<file path="src/rtl/mset_pkg.sv">
// ----------------------------------------------------------------------------
// mset_pkg
// shared types, codes and constants of the midi stream event timer
// ----------------------------------------------------------------------------
package mset_pkg;

   // event word decode
   localparam logic [7:0]  EVENT_TYPE_MASK  = 8'hBF;
   localparam logic [7:0]  TYPE_SHORT       = 8'h00;
   localparam logic [7:0]  TYPE_TEMPO       = 8'h01;
   localparam logic [7:0]  TYPE_LONG        = 8'h80;

   localparam int          PARAM_W          = 24;
   localparam int          BYTE_INC_W       = 25;
   localparam logic [BYTE_INC_W-1:0] HEADER_BYTES = 25'h000000C;

   // timing defaults
   localparam logic [23:0] DEFAULT_TEMPO    = 24'd500000;
   localparam logic [15:0] DEFAULT_DIVISION = 16'h0018;
   localparam int          FRAME_W          = 20;
   localparam logic [FRAME_W-1:0] FRAME_US  = 20'd1000000;

   // wait divider: 56-bit dividend, two quotient bits per cycle
   localparam int          DIVIDEND_W       = 56;
   localparam int          DIV_STEPS        = DIVIDEND_W / 2;
   localparam int          STEP_W           = $clog2(DIV_STEPS);
   localparam logic [STEP_W-1:0] STEP_LAST  = STEP_W'(DIV_STEPS - 1);

   localparam int          QUEUE_DEPTH      = 2;

   typedef enum logic [1:0] {
      KIND_NONE  = 2'd0,
      KIND_SHORT = 2'd1,
      KIND_LONG  = 2'd2,
      KIND_TEMPO = 2'd3
   } kind_type;

   typedef enum logic [1:0] {
      WAIT_ZERO   = 2'd0,
      WAIT_METRIC = 2'd1,
      WAIT_SMPTE  = 2'd2
   } wait_sel_type;

   typedef enum logic [1:0] {
      BK_IDLE   = 2'd0,
      BK_MUL    = 2'd1,
      BK_DIV    = 2'd2,
      BK_FINISH = 2'd3
   } back_state_type;

   // one classified event as it sits in the queue
   typedef struct packed {
      logic                  clear;
      wait_sel_type          wait_sel;
      kind_type              kind;
      logic                  callback;
      logic [31:0]           delta;
      logic [PARAM_W-1:0]    param;
      logic [BYTE_INC_W-1:0] byte_inc;
   } entry_type;

   typedef struct packed {
      logic      valid;
      entry_type entry;
   } q_push_type;

   typedef struct packed {
      logic      valid;
      entry_type entry;
   } q_head_type;

endpackage

</file>
<file path="src/rtl/mset_channels.sv">
// ----------------------------------------------------------------------------
// mset channels
// valid/ready channels of the event timer: request, response, csr write
// ----------------------------------------------------------------------------
interface mset_req_if;
   logic        valid;
   logic        ready;
   logic        mode;
   logic [31:0] delta_ticks;
   logic [31:0] event_word;

   modport source (output valid, mode, delta_ticks, event_word, input ready);
   modport sink   (input valid, mode, delta_ticks, event_word, output ready);
endinterface

interface mset_rsp_if;
   logic        valid;
   logic        ready;
   logic [1:0]  message_kind;
   logic [7:0]  status_byte;
   logic [7:0]  first_data;
   logic [7:0]  second_data;
   logic [23:0] long_length;
   logic [31:0] wait_micros;
   logic        position_callback;
   logic [31:0] total_ticks;
   logic [31:0] total_micros;
   logic [31:0] total_bytes;

   modport source (output valid, message_kind, status_byte, first_data, second_data,
                   long_length, wait_micros, position_callback, total_ticks,
                   total_micros, total_bytes, input ready);
   modport sink   (input valid, message_kind, status_byte, first_data, second_data,
                   long_length, wait_micros, position_callback, total_ticks,
                   total_micros, total_bytes, output ready);
endinterface

interface mset_csr_if;
   logic        valid;
   logic        ready;
   logic [15:0] time_division;

   modport source (output valid, time_division, input ready);
   modport sink   (input valid, time_division, output ready);
endinterface

</file>
<file path="src/rtl/mset_front.sv">
// ----------------------------------------------------------------------------
// mset_front
// accepts request beats and classifies them into queue entries
// ----------------------------------------------------------------------------
module mset_front
   import mset_pkg::*;
(
   mset_req_if.sink   req_chan,
   input  logic [15:0] time_division,
   input  logic        q_full,
   output q_push_type  push
);

   logic [7:0]            ev_type;
   logic [PARAM_W-1:0]    param;
   logic [BYTE_INC_W-1:0] padded_len;
   logic                  smpte;
   logic [6:0]            frame_rate;
   logic [7:0]            frame_ticks;
   entry_type             entry;

   assign ev_type     = req_chan.event_word[31:24] & EVENT_TYPE_MASK;
   assign param       = req_chan.event_word[PARAM_W-1:0];
   assign smpte       = time_division[15];
   assign frame_rate  = time_division[14:8];
   assign frame_ticks = time_division[7:0];
   // long payload rounded up to a word
   assign padded_len  = (BYTE_INC_W'(param) + BYTE_INC_W'(3)) & ~BYTE_INC_W'(3);

   always_comb begin
      entry          = '0;
      entry.clear    = req_chan.mode;
      entry.delta    = req_chan.delta_ticks;
      entry.param    = param;
      entry.kind     = KIND_NONE;
      entry.wait_sel = WAIT_ZERO;
      entry.callback = 1'b0;
      entry.byte_inc = '0;
      if (!req_chan.mode) begin
         entry.callback = req_chan.event_word[30];
         entry.byte_inc = HEADER_BYTES + (req_chan.event_word[31] ? padded_len : '0);
         unique case (ev_type)
            TYPE_SHORT: entry.kind = KIND_SHORT;
            TYPE_LONG:  entry.kind = KIND_LONG;
            TYPE_TEMPO: entry.kind = smpte ? KIND_NONE : KIND_TEMPO;
            default:    entry.kind = KIND_NONE;
         endcase
         if (smpte) begin
            if (frame_rate != '0 && frame_ticks != '0) begin
               entry.wait_sel = WAIT_SMPTE;
            end
         end else if (req_chan.delta_ticks != '0 && time_division != '0) begin
            entry.wait_sel = WAIT_METRIC;
         end
      end
   end

   assign req_chan.ready = !q_full;
   assign push.valid     = req_chan.valid && !q_full;
   assign push.entry     = entry;

endmodule

</file>
<file path="src/rtl/mset_queue.sv">
// ----------------------------------------------------------------------------
// mset_queue
// short register fifo between front and back
// ----------------------------------------------------------------------------
module mset_queue
   import mset_pkg::*;
#(
   parameter int Depth = QUEUE_DEPTH
) (
   input  logic       clock,
   input  logic       reset,
   input  q_push_type push,
   output logic       full,
   output q_head_type head,
   input  logic       pop
);

   localparam int PtrW = (Depth > 1) ? $clog2(Depth) : 1;
   localparam int CntW = $clog2(Depth + 1);

   entry_type         slot_ff [Depth];
   logic [PtrW-1:0]   wr_ptr_ff, wr_ptr_in;
   logic [PtrW-1:0]   rd_ptr_ff, rd_ptr_in;
   logic [CntW-1:0]   count_ff, count_in;
   logic              do_push, do_pop;

   assign full    = (count_ff == CntW'(Depth));
   assign do_push = push.valid && !full;
   assign do_pop  = pop && (count_ff != '0);

   always_comb begin
      wr_ptr_in = wr_ptr_ff;
      rd_ptr_in = rd_ptr_ff;
      count_in  = count_ff;
      if (do_push) begin
         wr_ptr_in = (wr_ptr_ff == PtrW'(Depth - 1)) ? '0 : wr_ptr_ff + PtrW'(1);
      end
      if (do_pop) begin
         rd_ptr_in = (rd_ptr_ff == PtrW'(Depth - 1)) ? '0 : rd_ptr_ff + PtrW'(1);
      end
      if (do_push && !do_pop) begin
         count_in = count_ff + CntW'(1);
      end else if (do_pop && !do_push) begin
         count_in = count_ff - CntW'(1);
      end
   end

   always_ff @(posedge clock) begin
      if (reset) begin
         wr_ptr_ff <= '0;
         rd_ptr_ff <= '0;
         count_ff  <= '0;
      end else begin
         wr_ptr_ff <= wr_ptr_in;
         rd_ptr_ff <= rd_ptr_in;
         count_ff  <= count_in;
      end
   end

   always_ff @(posedge clock) begin
      if (do_push) begin
         slot_ff[wr_ptr_ff] <= push.entry;
      end
   end

   assign head.valid = (count_ff != '0);
   assign head.entry = slot_ff[rd_ptr_ff];

endmodule

</file>
<file path="src/rtl/mset_back.sv">
// ----------------------------------------------------------------------------
// mset_back
// computes the wait, updates tempo and accumulators, holds the result
// ----------------------------------------------------------------------------
module mset_back
   import mset_pkg::*;
(
   input  logic        clock,
   input  logic        reset,
   input  logic [15:0] time_division,
   input  q_head_type  head,
   output logic        pop,
   mset_rsp_if.source  rsp_chan
);

   // one restoring step: remainder stays below the 16-bit divisor
   function automatic logic [16+DIVIDEND_W-1:0] div_step(input logic [15:0] r,
                                                         input logic [DIVIDEND_W-1:0] q,
                                                         input logic [15:0] d);
      logic [16:0] t;
      logic [16:0] diff;
      t    = {r, q[DIVIDEND_W-1]};
      diff = t - {1'b0, d};
      if (t >= {1'b0, d}) begin
         return {diff[15:0], q[DIVIDEND_W-2:0], 1'b1};
      end
      return {t[15:0], q[DIVIDEND_W-2:0], 1'b0};
   endfunction

   back_state_type        state_ff, state_in;
   entry_type             ent_ff, ent_in;
   logic [23:0]           tempo_ff, tempo_in;
   logic [31:0]           ticks_acc_ff, ticks_acc_in;
   logic [31:0]           micros_acc_ff, micros_acc_in;
   logic [31:0]           bytes_acc_ff, bytes_acc_in;
   logic [DIVIDEND_W-1:0] quot_ff, quot_in;
   logic [15:0]           rem_ff, rem_in;
   logic [15:0]           divisor_ff, divisor_in;
   logic [STEP_W-1:0]     step_ff, step_in;
   logic                  pass2_ff, pass2_in;
   logic [31:0]           wait_ff, wait_in;

   logic                  rsp_valid_ff, rsp_valid_in;
   kind_type              kind_ff, kind_in;
   logic [7:0]            status_ff, status_in;
   logic [7:0]            data1_ff, data1_in;
   logic [7:0]            data2_ff, data2_in;
   logic [23:0]           len_ff, len_in;
   logic [31:0]           wait_out_ff, wait_out_in;
   logic                  cb_ff, cb_in;
   logic [31:0]           tot_ticks_ff, tot_ticks_in;
   logic [31:0]           tot_micros_ff, tot_micros_in;
   logic [31:0]           tot_bytes_ff, tot_bytes_in;

   logic                  out_free;
   logic                  load_mul, run_div, out_load;
   logic [15:0]           r1, r2;
   logic [DIVIDEND_W-1:0] q1, q2;

   assign out_free = !rsp_valid_ff || rsp_chan.ready;

   // next state
   always_comb begin
      state_in = state_ff;
      unique case (state_ff)
         BK_IDLE: begin
            if (head.valid) begin
               unique case (head.entry.wait_sel)
                  WAIT_METRIC: state_in = BK_MUL;
                  WAIT_SMPTE:  state_in = BK_DIV;
                  default:     state_in = BK_FINISH;
               endcase
            end
         end
         BK_MUL: state_in = BK_DIV;
         BK_DIV: begin
            if (step_ff == STEP_LAST && !pass2_ff) begin
               state_in = BK_FINISH;
            end
         end
         BK_FINISH: begin
            if (out_free) begin
               state_in = BK_IDLE;
            end
         end
         default: state_in = BK_IDLE;
      endcase
   end

   // control outputs
   always_comb begin
      pop      = 1'b0;
      load_mul = 1'b0;
      run_div  = 1'b0;
      out_load = 1'b0;
      unique case (state_ff)
         BK_IDLE:   pop      = head.valid;
         BK_MUL:    load_mul = 1'b1;
         BK_DIV:    run_div  = 1'b1;
         BK_FINISH: out_load = out_free;
         default:   pop      = 1'b0;
      endcase
   end

   assign {r1, q1} = div_step(rem_ff, quot_ff, divisor_ff);
   assign {r2, q2} = div_step(r1, q1, divisor_ff);

   // datapath
   always_comb begin
      ent_in        = ent_ff;
      tempo_in      = tempo_ff;
      ticks_acc_in  = ticks_acc_ff;
      micros_acc_in = micros_acc_ff;
      bytes_acc_in  = bytes_acc_ff;
      quot_in       = quot_ff;
      rem_in        = rem_ff;
      divisor_in    = divisor_ff;
      step_in       = step_ff;
      pass2_in      = pass2_ff;
      wait_in       = wait_ff;
      rsp_valid_in  = rsp_valid_ff && !rsp_chan.ready;
      kind_in       = kind_ff;
      status_in     = status_ff;
      data1_in      = data1_ff;
      data2_in      = data2_ff;
      len_in        = len_ff;
      wait_out_in   = wait_out_ff;
      cb_in         = cb_ff;
      tot_ticks_in  = tot_ticks_ff;
      tot_micros_in = tot_micros_ff;
      tot_bytes_in  = tot_bytes_ff;

      if (pop) begin
         ent_in     = head.entry;
         wait_in    = '0;
         pass2_in   = (head.entry.wait_sel == WAIT_SMPTE);
         // smpte first pass: frame microseconds over frame rate
         quot_in    = DIVIDEND_W'(FRAME_US);
         divisor_in = 16'(time_division[14:8]);
         rem_in     = '0;
         step_in    = '0;
      end

      if (load_mul) begin
         quot_in    = DIVIDEND_W'(tempo_ff * ent_ff.delta);
         divisor_in = time_division;
         rem_in     = '0;
         step_in    = '0;
      end

      if (run_div) begin
         rem_in  = r2;
         quot_in = q2;
         step_in = step_ff + STEP_W'(1);
         if (step_ff == STEP_LAST) begin
            step_in = '0;
            rem_in  = '0;
            if (pass2_ff) begin
               // smpte second pass: over ticks per frame
               pass2_in   = 1'b0;
               quot_in    = DIVIDEND_W'(q2[FRAME_W-1:0]);
               divisor_in = 16'(time_division[7:0]);
            end else begin
               wait_in = (|q2[DIVIDEND_W-1:32]) ? '1 : q2[31:0];
            end
         end
      end

      if (out_load) begin
         if (ent_ff.clear) begin
            ticks_acc_in  = '0;
            micros_acc_in = '0;
            bytes_acc_in  = '0;
            tempo_in      = DEFAULT_TEMPO;
         end else begin
            ticks_acc_in  = ticks_acc_ff + ent_ff.delta;
            micros_acc_in = micros_acc_ff + wait_ff;
            bytes_acc_in  = bytes_acc_ff + 32'(ent_ff.byte_inc);
            if (ent_ff.kind == KIND_TEMPO) begin
               tempo_in = ent_ff.param;
            end
         end
         rsp_valid_in  = 1'b1;
         kind_in       = ent_ff.kind;
         status_in     = (ent_ff.kind == KIND_SHORT) ? ent_ff.param[23:16] : '0;
         data1_in      = (ent_ff.kind == KIND_SHORT) ? ent_ff.param[15:8] : '0;
         data2_in      = (ent_ff.kind == KIND_SHORT) ? ent_ff.param[7:0] : '0;
         len_in        = (ent_ff.kind == KIND_LONG) ? ent_ff.param : '0;
         wait_out_in   = wait_ff;
         cb_in         = ent_ff.callback;
         tot_ticks_in  = ticks_acc_in;
         tot_micros_in = micros_acc_in;
         tot_bytes_in  = bytes_acc_in;
      end
   end

   always_ff @(posedge clock) begin
      if (reset) begin
         state_ff      <= BK_IDLE;
         pass2_ff      <= 1'b0;
         rsp_valid_ff  <= 1'b0;
         tempo_ff      <= DEFAULT_TEMPO;
         ticks_acc_ff  <= '0;
         micros_acc_ff <= '0;
         bytes_acc_ff  <= '0;
      end else begin
         state_ff      <= state_in;
         pass2_ff      <= pass2_in;
         rsp_valid_ff  <= rsp_valid_in;
         tempo_ff      <= tempo_in;
         ticks_acc_ff  <= ticks_acc_in;
         micros_acc_ff <= micros_acc_in;
         bytes_acc_ff  <= bytes_acc_in;
      end
   end

   always_ff @(posedge clock) begin
      ent_ff        <= ent_in;
      quot_ff       <= quot_in;
      rem_ff        <= rem_in;
      divisor_ff    <= divisor_in;
      step_ff       <= step_in;
      wait_ff       <= wait_in;
      kind_ff       <= kind_in;
      status_ff     <= status_in;
      data1_ff      <= data1_in;
      data2_ff      <= data2_in;
      len_ff        <= len_in;
      wait_out_ff   <= wait_out_in;
      cb_ff         <= cb_in;
      tot_ticks_ff  <= tot_ticks_in;
      tot_micros_ff <= tot_micros_in;
      tot_bytes_ff  <= tot_bytes_in;
   end

   assign rsp_chan.valid             = rsp_valid_ff;
   assign rsp_chan.message_kind      = kind_ff;
   assign rsp_chan.status_byte       = status_ff;
   assign rsp_chan.first_data        = data1_ff;
   assign rsp_chan.second_data       = data2_ff;
   assign rsp_chan.long_length       = len_ff;
   assign rsp_chan.wait_micros       = wait_out_ff;
   assign rsp_chan.position_callback = cb_ff;
   assign rsp_chan.total_ticks       = tot_ticks_ff;
   assign rsp_chan.total_micros      = tot_micros_ff;
   assign rsp_chan.total_bytes       = tot_bytes_ff;

endmodule

</file>
<file path="src/rtl/midi_stream_event_timer.sv">
// ----------------------------------------------------------------------------
// midi_stream_event_timer
// Times and decodes midi stream events. Each request beat is either a clear
// (accumulators to zero, tempo back to 500000 us per quarter) or an event with
// a delta tick count and an event word; every beat yields one response beat
// with the decoded message, the wait before the event and the running tick,
// microsecond and byte totals. In metrical mode the wait is
// tempo * delta / ticks-per-quarter, saturated to 32 bits; in smpte mode it is
// (1000000 / frame rate) / ticks-per-frame. The wait comes from one shared
// restoring divider that retires two quotient bits a cycle over a 56-bit
// dividend; a metrical item goes through a multiply step and one divide pass,
// a smpte item through two divide passes, and a clear or a zero wait goes
// straight to the result register. Request beats are classified and queued
// up front, so the request side keeps taking beats while the divider runs or
// a result waits, until the queue is full. The user is to write time_division
// over the csr channel only while the block is idle; the block itself does not
// enforce it. time_division resets to 24.
// ----------------------------------------------------------------------------
module midi_stream_event_timer
   import mset_pkg::*;
#(
   parameter int QueueDepth = QUEUE_DEPTH
) (
   input  logic       clock,
   input  logic       reset,
   mset_req_if.sink   req_chan,
   mset_rsp_if.source rsp_chan,
   mset_csr_if.sink   csr_chan
);

   logic [15:0] time_division_ff;
   logic        q_full;
   logic        q_pop;
   q_push_type  q_push;
   q_head_type  q_head;

   // csr write beats are always taken
   assign csr_chan.ready = 1'b1;

   always_ff @(posedge clock) begin
      if (reset) begin
         time_division_ff <= DEFAULT_DIVISION;
      end else if (csr_chan.valid) begin
         time_division_ff <= csr_chan.time_division;
      end
   end

   // front: decode type byte, byte increment and wait selection
   mset_front u_front (
      .req_chan      (req_chan),
      .time_division (time_division_ff),
      .q_full        (q_full),
      .push          (q_push)
   );

   // queue between classification and timing
   mset_queue #(
      .Depth (QueueDepth)
   ) u_queue (
      .clock (clock),
      .reset (reset),
      .push  (q_push),
      .full  (q_full),
      .head  (q_head),
      .pop   (q_pop)
   );

   // back: multiply, divide, accumulate, response register
   mset_back u_back (
      .clock         (clock),
      .reset         (reset),
      .time_division (time_division_ff),
      .head          (q_head),
      .pop           (q_pop),
      .rsp_chan      (rsp_chan)
   );

endmodule

</file>
<file path="src/flat_wrapper.sv">
// flat-port wrapper written by rule: the top's interface ports become plain ports
module midi_stream_event_timer_flat import mset_pkg::*;
#(
   parameter int QueueDepth = QUEUE_DEPTH
)
  (clock, reset, req_chan_valid, req_chan_mode, req_chan_delta_ticks, req_chan_event_word, req_chan_ready, rsp_chan_valid, rsp_chan_message_kind, rsp_chan_status_byte, rsp_chan_first_data, rsp_chan_second_data, rsp_chan_long_length, rsp_chan_wait_micros, rsp_chan_position_callback, rsp_chan_total_ticks, rsp_chan_total_micros, rsp_chan_total_bytes, rsp_chan_ready, csr_chan_valid, csr_chan_time_division, csr_chan_ready);
  mset_req_if req_chan_i ();
  mset_rsp_if rsp_chan_i ();
  mset_csr_if csr_chan_i ();
  input  logic clock;
  input  logic reset;
  input wire logic [$bits(req_chan_i.valid)-1:0] req_chan_valid;
  input wire logic [$bits(req_chan_i.mode)-1:0] req_chan_mode;
  input wire logic [$bits(req_chan_i.delta_ticks)-1:0] req_chan_delta_ticks;
  input wire logic [$bits(req_chan_i.event_word)-1:0] req_chan_event_word;
  output wire logic [$bits(req_chan_i.ready)-1:0] req_chan_ready;
  output wire logic [$bits(rsp_chan_i.valid)-1:0] rsp_chan_valid;
  output wire logic [$bits(rsp_chan_i.message_kind)-1:0] rsp_chan_message_kind;
  output wire logic [$bits(rsp_chan_i.status_byte)-1:0] rsp_chan_status_byte;
  output wire logic [$bits(rsp_chan_i.first_data)-1:0] rsp_chan_first_data;
  output wire logic [$bits(rsp_chan_i.second_data)-1:0] rsp_chan_second_data;
  output wire logic [$bits(rsp_chan_i.long_length)-1:0] rsp_chan_long_length;
  output wire logic [$bits(rsp_chan_i.wait_micros)-1:0] rsp_chan_wait_micros;
  output wire logic [$bits(rsp_chan_i.position_callback)-1:0] rsp_chan_position_callback;
  output wire logic [$bits(rsp_chan_i.total_ticks)-1:0] rsp_chan_total_ticks;
  output wire logic [$bits(rsp_chan_i.total_micros)-1:0] rsp_chan_total_micros;
  output wire logic [$bits(rsp_chan_i.total_bytes)-1:0] rsp_chan_total_bytes;
  input wire logic [$bits(rsp_chan_i.ready)-1:0] rsp_chan_ready;
  input wire logic [$bits(csr_chan_i.valid)-1:0] csr_chan_valid;
  input wire logic [$bits(csr_chan_i.time_division)-1:0] csr_chan_time_division;
  output wire logic [$bits(csr_chan_i.ready)-1:0] csr_chan_ready;
  assign req_chan_i.valid = req_chan_valid;
  assign req_chan_i.mode = req_chan_mode;
  assign req_chan_i.delta_ticks = req_chan_delta_ticks;
  assign req_chan_i.event_word = req_chan_event_word;
  assign req_chan_ready = req_chan_i.ready;
  assign rsp_chan_valid = rsp_chan_i.valid;
  assign rsp_chan_message_kind = rsp_chan_i.message_kind;
  assign rsp_chan_status_byte = rsp_chan_i.status_byte;
  assign rsp_chan_first_data = rsp_chan_i.first_data;
  assign rsp_chan_second_data = rsp_chan_i.second_data;
  assign rsp_chan_long_length = rsp_chan_i.long_length;
  assign rsp_chan_wait_micros = rsp_chan_i.wait_micros;
  assign rsp_chan_position_callback = rsp_chan_i.position_callback;
  assign rsp_chan_total_ticks = rsp_chan_i.total_ticks;
  assign rsp_chan_total_micros = rsp_chan_i.total_micros;
  assign rsp_chan_total_bytes = rsp_chan_i.total_bytes;
  assign rsp_chan_i.ready = rsp_chan_ready;
  assign csr_chan_i.valid = csr_chan_valid;
  assign csr_chan_i.time_division = csr_chan_time_division;
  assign csr_chan_ready = csr_chan_i.ready;
  midi_stream_event_timer #(.QueueDepth(QueueDepth)) u_core (.clock(clock), .reset(reset), .req_chan(req_chan_i), .rsp_chan(rsp_chan_i), .csr_chan(csr_chan_i));
endmodule
</file>
<file path="config.mk">
export PLATFORM = sky130hd
export DESIGN_NAME = midi_stream_event_timer_flat
export DESIGN_NICKNAME = d
export VERILOG_FILES = /design/src/rtl/mset_pkg.sv /design/src/rtl/mset_channels.sv /design/src/rtl/mset_front.sv /design/src/rtl/mset_queue.sv /design/src/rtl/mset_back.sv /design/src/rtl/midi_stream_event_timer.sv /design/src/flat_wrapper.sv
export SDC_FILE = /design/constraint.sdc
export NUM_CORES = 2
export LEC_CHECK = 0
export ABC_AREA = 1
export BUFFER_PORTS_ARGS = -buffer_cell sky130_fd_sc_hd__buf_2
export CAP_MARGIN = 20
export CORE_MARGIN = 2
export CORE_UTILIZATION = 40
export CTS_CLUSTER_DIAMETER = 100
export DETAILED_ROUTE_END_ITERATION = 12
export HOLD_SLACK_MARGIN = 0.1
export PLACE_DENSITY = 0.57
export SLEW_MARGIN = 20
export SYNTH_ARGS = -nofsm -noshare
export SYNTH_HDL_FRONTEND = slang
export SYNTH_SLANG_ARGS = --single-unit
export TNS_END_PERCENT = 100
</file>
<file path="constraint.sdc">
create_clock -name clock -period 23.9 [get_ports clock]
set_clock_uncertainty 0.15 [all_clocks]
set_input_delay 3.585 -clock clock [delete_from_list [all_inputs] [get_ports clock]]
set_output_delay 3.585 -clock clock [all_outputs]
set_load 0.05 [all_outputs]
</file>
==> out/qor.txt <==
Data arrival time of the worst path: 8.18 ns
Cell family with the largest share of critical-path delay: adder cells
Setup TNS after final layout: 0 ns
Max transition margin: 0.288
Type of element capturing the critical path: flip-flop
Clock slew at the register clock pins of the worst setup and hold paths: 0.06 ns
Crit path buf inv count: 6
Via count: 48400
Area share of the leading cell type in the synthesized netlist: 0.253
Antenna violations before repair: 10
Class of the most critical hold timing path: reg2reg
Clk root buf: sky130_fd_sc_hd__clkbuf_16
Ranking of synthesized cells by instance count: sky130_fd_sc_hd__inv_1 (1705), sky130_fd_sc_hd__nand2_1 (1628), sky130_fd_sc_hd__fa_1 (663)
Number of global-route vias before repair: 49300
Final routed DRC violation total: 0
Worst Path Class, Setup: reg2reg
Met1 track demand over resource in global routing: 0.339
Master of the slowest instance on the critical path: sky130_fd_sc_hd__dfxtp_1
Critical Path RT: 24.21 ns
Clock latency on the worst-skew pair: 0.72 ns
# port buffers: 266
Cell area after synthesis: 0.0603 mm2
Final setup violation count: 0
Warnings from Yosys: 0
TritonCTS clock tree: done
CTS buffer count: 80
Number of gates resized after cts: 0
Count of flip-flops with a built-in enable after synthesis: 509
Slowest stage delay, CP: 0.65 ns
GPL Wtd Cong: 0.963
Number of pins with negative max-slew slack in the final report: 0
Final routed wire length divided by cell count: 20.2 um
Most instantiated library cell after synthesis: sky130_fd_sc_hd__inv_1
Die Y-Extent: 392 um
Startpoint types: flip-flop
Maximum buffer depth of the clock tree: 3
Number of sinks handled by clock tree synthesis: 702
Detailed-placement wirelength estimate: 148000 um
Worst-path maximum fanout: 22
Crit path top cell by count: sky130_fd_sc_hd__fa_1
Full die area: 0.154 mm2
Min Tclk post-route: 7.87 ns
Fraction of layout instances using a drive strength above 1: 0.0851
Area grow syn2layout: 10.2%
Detailed router's first-iteration violation count: 3746
Most heavily used metal layer in global routing: met2
Floorplan core area: 0.150 mm2
Wire length reported by the detailed router: 192000 um
Horiz. Die Dim: 392 um
Number of failing hold endpoints at the final stage: 0
Wire length of the first global-routing pass: 295000 um
Dominant cells by area after synthesis: sky130_fd_sc_hd__edfxtp_1 (25%), sky130_fd_sc_hd__fa_1 (22%), sky130_fd_sc_hd__inv_1 (11%), sky130_fd_sc_hd__nand2_1 (10%), sky130_fd_sc_hd__dfxtp_1 (6.4%)
Portion of the clock cycle consumed by the worst path in the final layout: 0.329
Library cell with the largest summed area after synthesis: sky130_fd_sc_hd__edfxtp_1
Post-synthesis cell count: 7250
Global routing met2 resource utilization: 0.420
Vias/cell: 5.10
Pin count of the biggest net entering global routing: 171
Post-synthesis area per instance: 8.32 um2
Detailed-router iteration count before antenna repair: 6
Max-cap check violation count: 0
Post-synthesis async set-or-reset flop share: 0
Total global routing track utilization: 0.253
Fmax: 127 MHz
Final layout net count: 8459
Ports: 268
Post-route ant nets: 0
Placement row count: 142
H-tree depth: 3
Library cells used by synthesis: 62
Global-route met3 utilization: 0.0381
Sequential fraction of the synthesis area: 0.317
Measured slew at the worst slew-check pin: 1.07 ns
Post-cts hold buffer count: 0
Starting density of the core: 0.403
Unrepaired setup endpoints after global routing: false
Post-Syn Nets: 8306
Post CTS Setup Buffer Count: 0
Outcome: finished clean
Most used flip-flop cell after synthesis: sky130_fd_sc_hd__edfxtp_1
Number of synthesized register bits: 702
Total global routing overflow: 0
-- worst register-to-register path, delay by kind of cell, from the launching register on --
| kind | cells | cell delay [ns] |
|---|---|---|
| AND/OR/NAND/NOR | 7 | 0.94 |
| flip-flops | 1 | 0.65 |
| buffers and inverters | 6 | 0.64 |
| adder cells (fa/ha/maj) | 8 | 3.90 |
| AO/OA/AOI/OAI | 4 | 1.36 |
-- layout by cell type (no fill, tap or decap), types with 83 or more instances in the layout --
master | netlist | final
sky130_fd_sc_hd__nand2_1 | 1628 | 1625
sky130_fd_sc_hd__mux2_2 | 84 | 84
sky130_fd_sc_hd__nor2_1 | 561 | 558
sky130_fd_sc_hd__a21oi_1 | 376 | 376
sky130_fd_sc_hd__nand3_1 | 234 | 234
sky130_fd_sc_hd__ha_1 | 307 | 307
sky130_fd_sc_hd__edfxtp_1 | 509 | 509
sky130_fd_sc_hd__dfxtp_1 | 193 | 180
sky130_fd_sc_hd__inv_1 | 1705 | 1702
sky130_fd_sc_hd__fa_1 | 663 | 663
sky130_fd_sc_hd__o21ai_0 | 348 | 348
sky130_fd_sc_hd__buf_2 | 7 | 266
sky130_fd_sc_hd__clkbuf_16 | 0 | 83
-- kinds of logic after synthesis --
group                    count (synthesis)  share of synthesized area
XOR/XNOR                                32                    0.00464
multiplexers                            85                     0.0158
buffers and inverters                 1972                      0.123
AND/OR/NAND/NOR                       2623                      0.178
other                                    1                  0.0000621
AO/OA/AOI/OAI                          865                     0.0771
adder cells (fa/ha/maj)                970                      0.284
flip-flops                             702                      0.317
-- path summary, 6_finish.rpt --
check	start	end	slack [ns]	cells after the start
setup / recovery	u_core.u_back.tempo_ff[3]$_SDFFE_PP0P_	u_core.u_back.quot_ff[53]$_DFFE_PP_	16.03	25
hold / removal	u_core.u_back.ent_ff[81]$_DFFE_PP_	u_core.u_back.rsp_chan.position_callback$_DFFE_PP_	0.28	0
setup reg to reg	u_core.u_back.tempo_ff[3]$_SDFFE_PP0P_	u_core.u_back.quot_ff[53]$_DFFE_PP_	16.03	25
hold reg to reg	u_core.u_back.ent_ff[81]$_DFFE_PP_	u_core.u_back.rsp_chan.position_callback$_DFFE_PP_	0.28	0
-- registers in the layout, summed over array words and instances, names as in the netlist, 32 cells and up, named ones only --
signal	cells
u_core.u_back.rsp_chan.total_ticks	32
u_core.u_queue.slot_ff	170
u_core.u_back.rsp_chan.wait_micros	32
u_core.u_back.ent_ff	83
u_core.u_back.rsp_chan.total_bytes	32
u_core.u_back.bytes_acc_ff	32
u_core.u_back.wait_ff	32
u_core.u_back.micros_acc_ff	32
u_core.u_back.quot_ff	56
u_core.u_back.ticks_acc_ff	32
u_core.u_back.rsp_chan.total_micros	32
-- final cells by class --
class | count | area (um2)
multi-input cells | 4576 | 33800
clock buffers | 107 | 2250
clock inverters | 43 | 484
flip-flops and latches | 702 | 19200
inverters | 1711 | 6430
diodes | 3 | 7.51
fillers | 15000 | 83300
well taps | 2016 | 2520
repair buffers | 332 | 1830
-- through the flow --
step                      instance area (um2)  setup WS (ns)  hold WS, ns  cells   util
after floorplan                         60300          13.93        0.250   7250      -
after global placement                  63700          16.35        0.277   9337  0.426
after detailed placement                63700          16.24        0.263   9337  0.426
after CTS                               66500          16.24        0.276   9487  0.444
after global routing                    66500          15.80        0.277   9488  0.444
final                                   66500          16.03        0.275   9490  0.444
-- metal layers --
layer | share of wire | up-vias | wire length (um)
li1 | - | 22600 | -
met1 | 0.43 | 23900 | 83000
met2 | 0.47 | 1609 | 90100
met3 | 0.065 | 326 | 12400
met4 | 0.033 | 4 | 6430
met5 | 0.00018 | - | 34
Power is left out: the tool's default activity adds up to more than one toggle a clock period on the data nets, which glitch-free logic cannot reach.
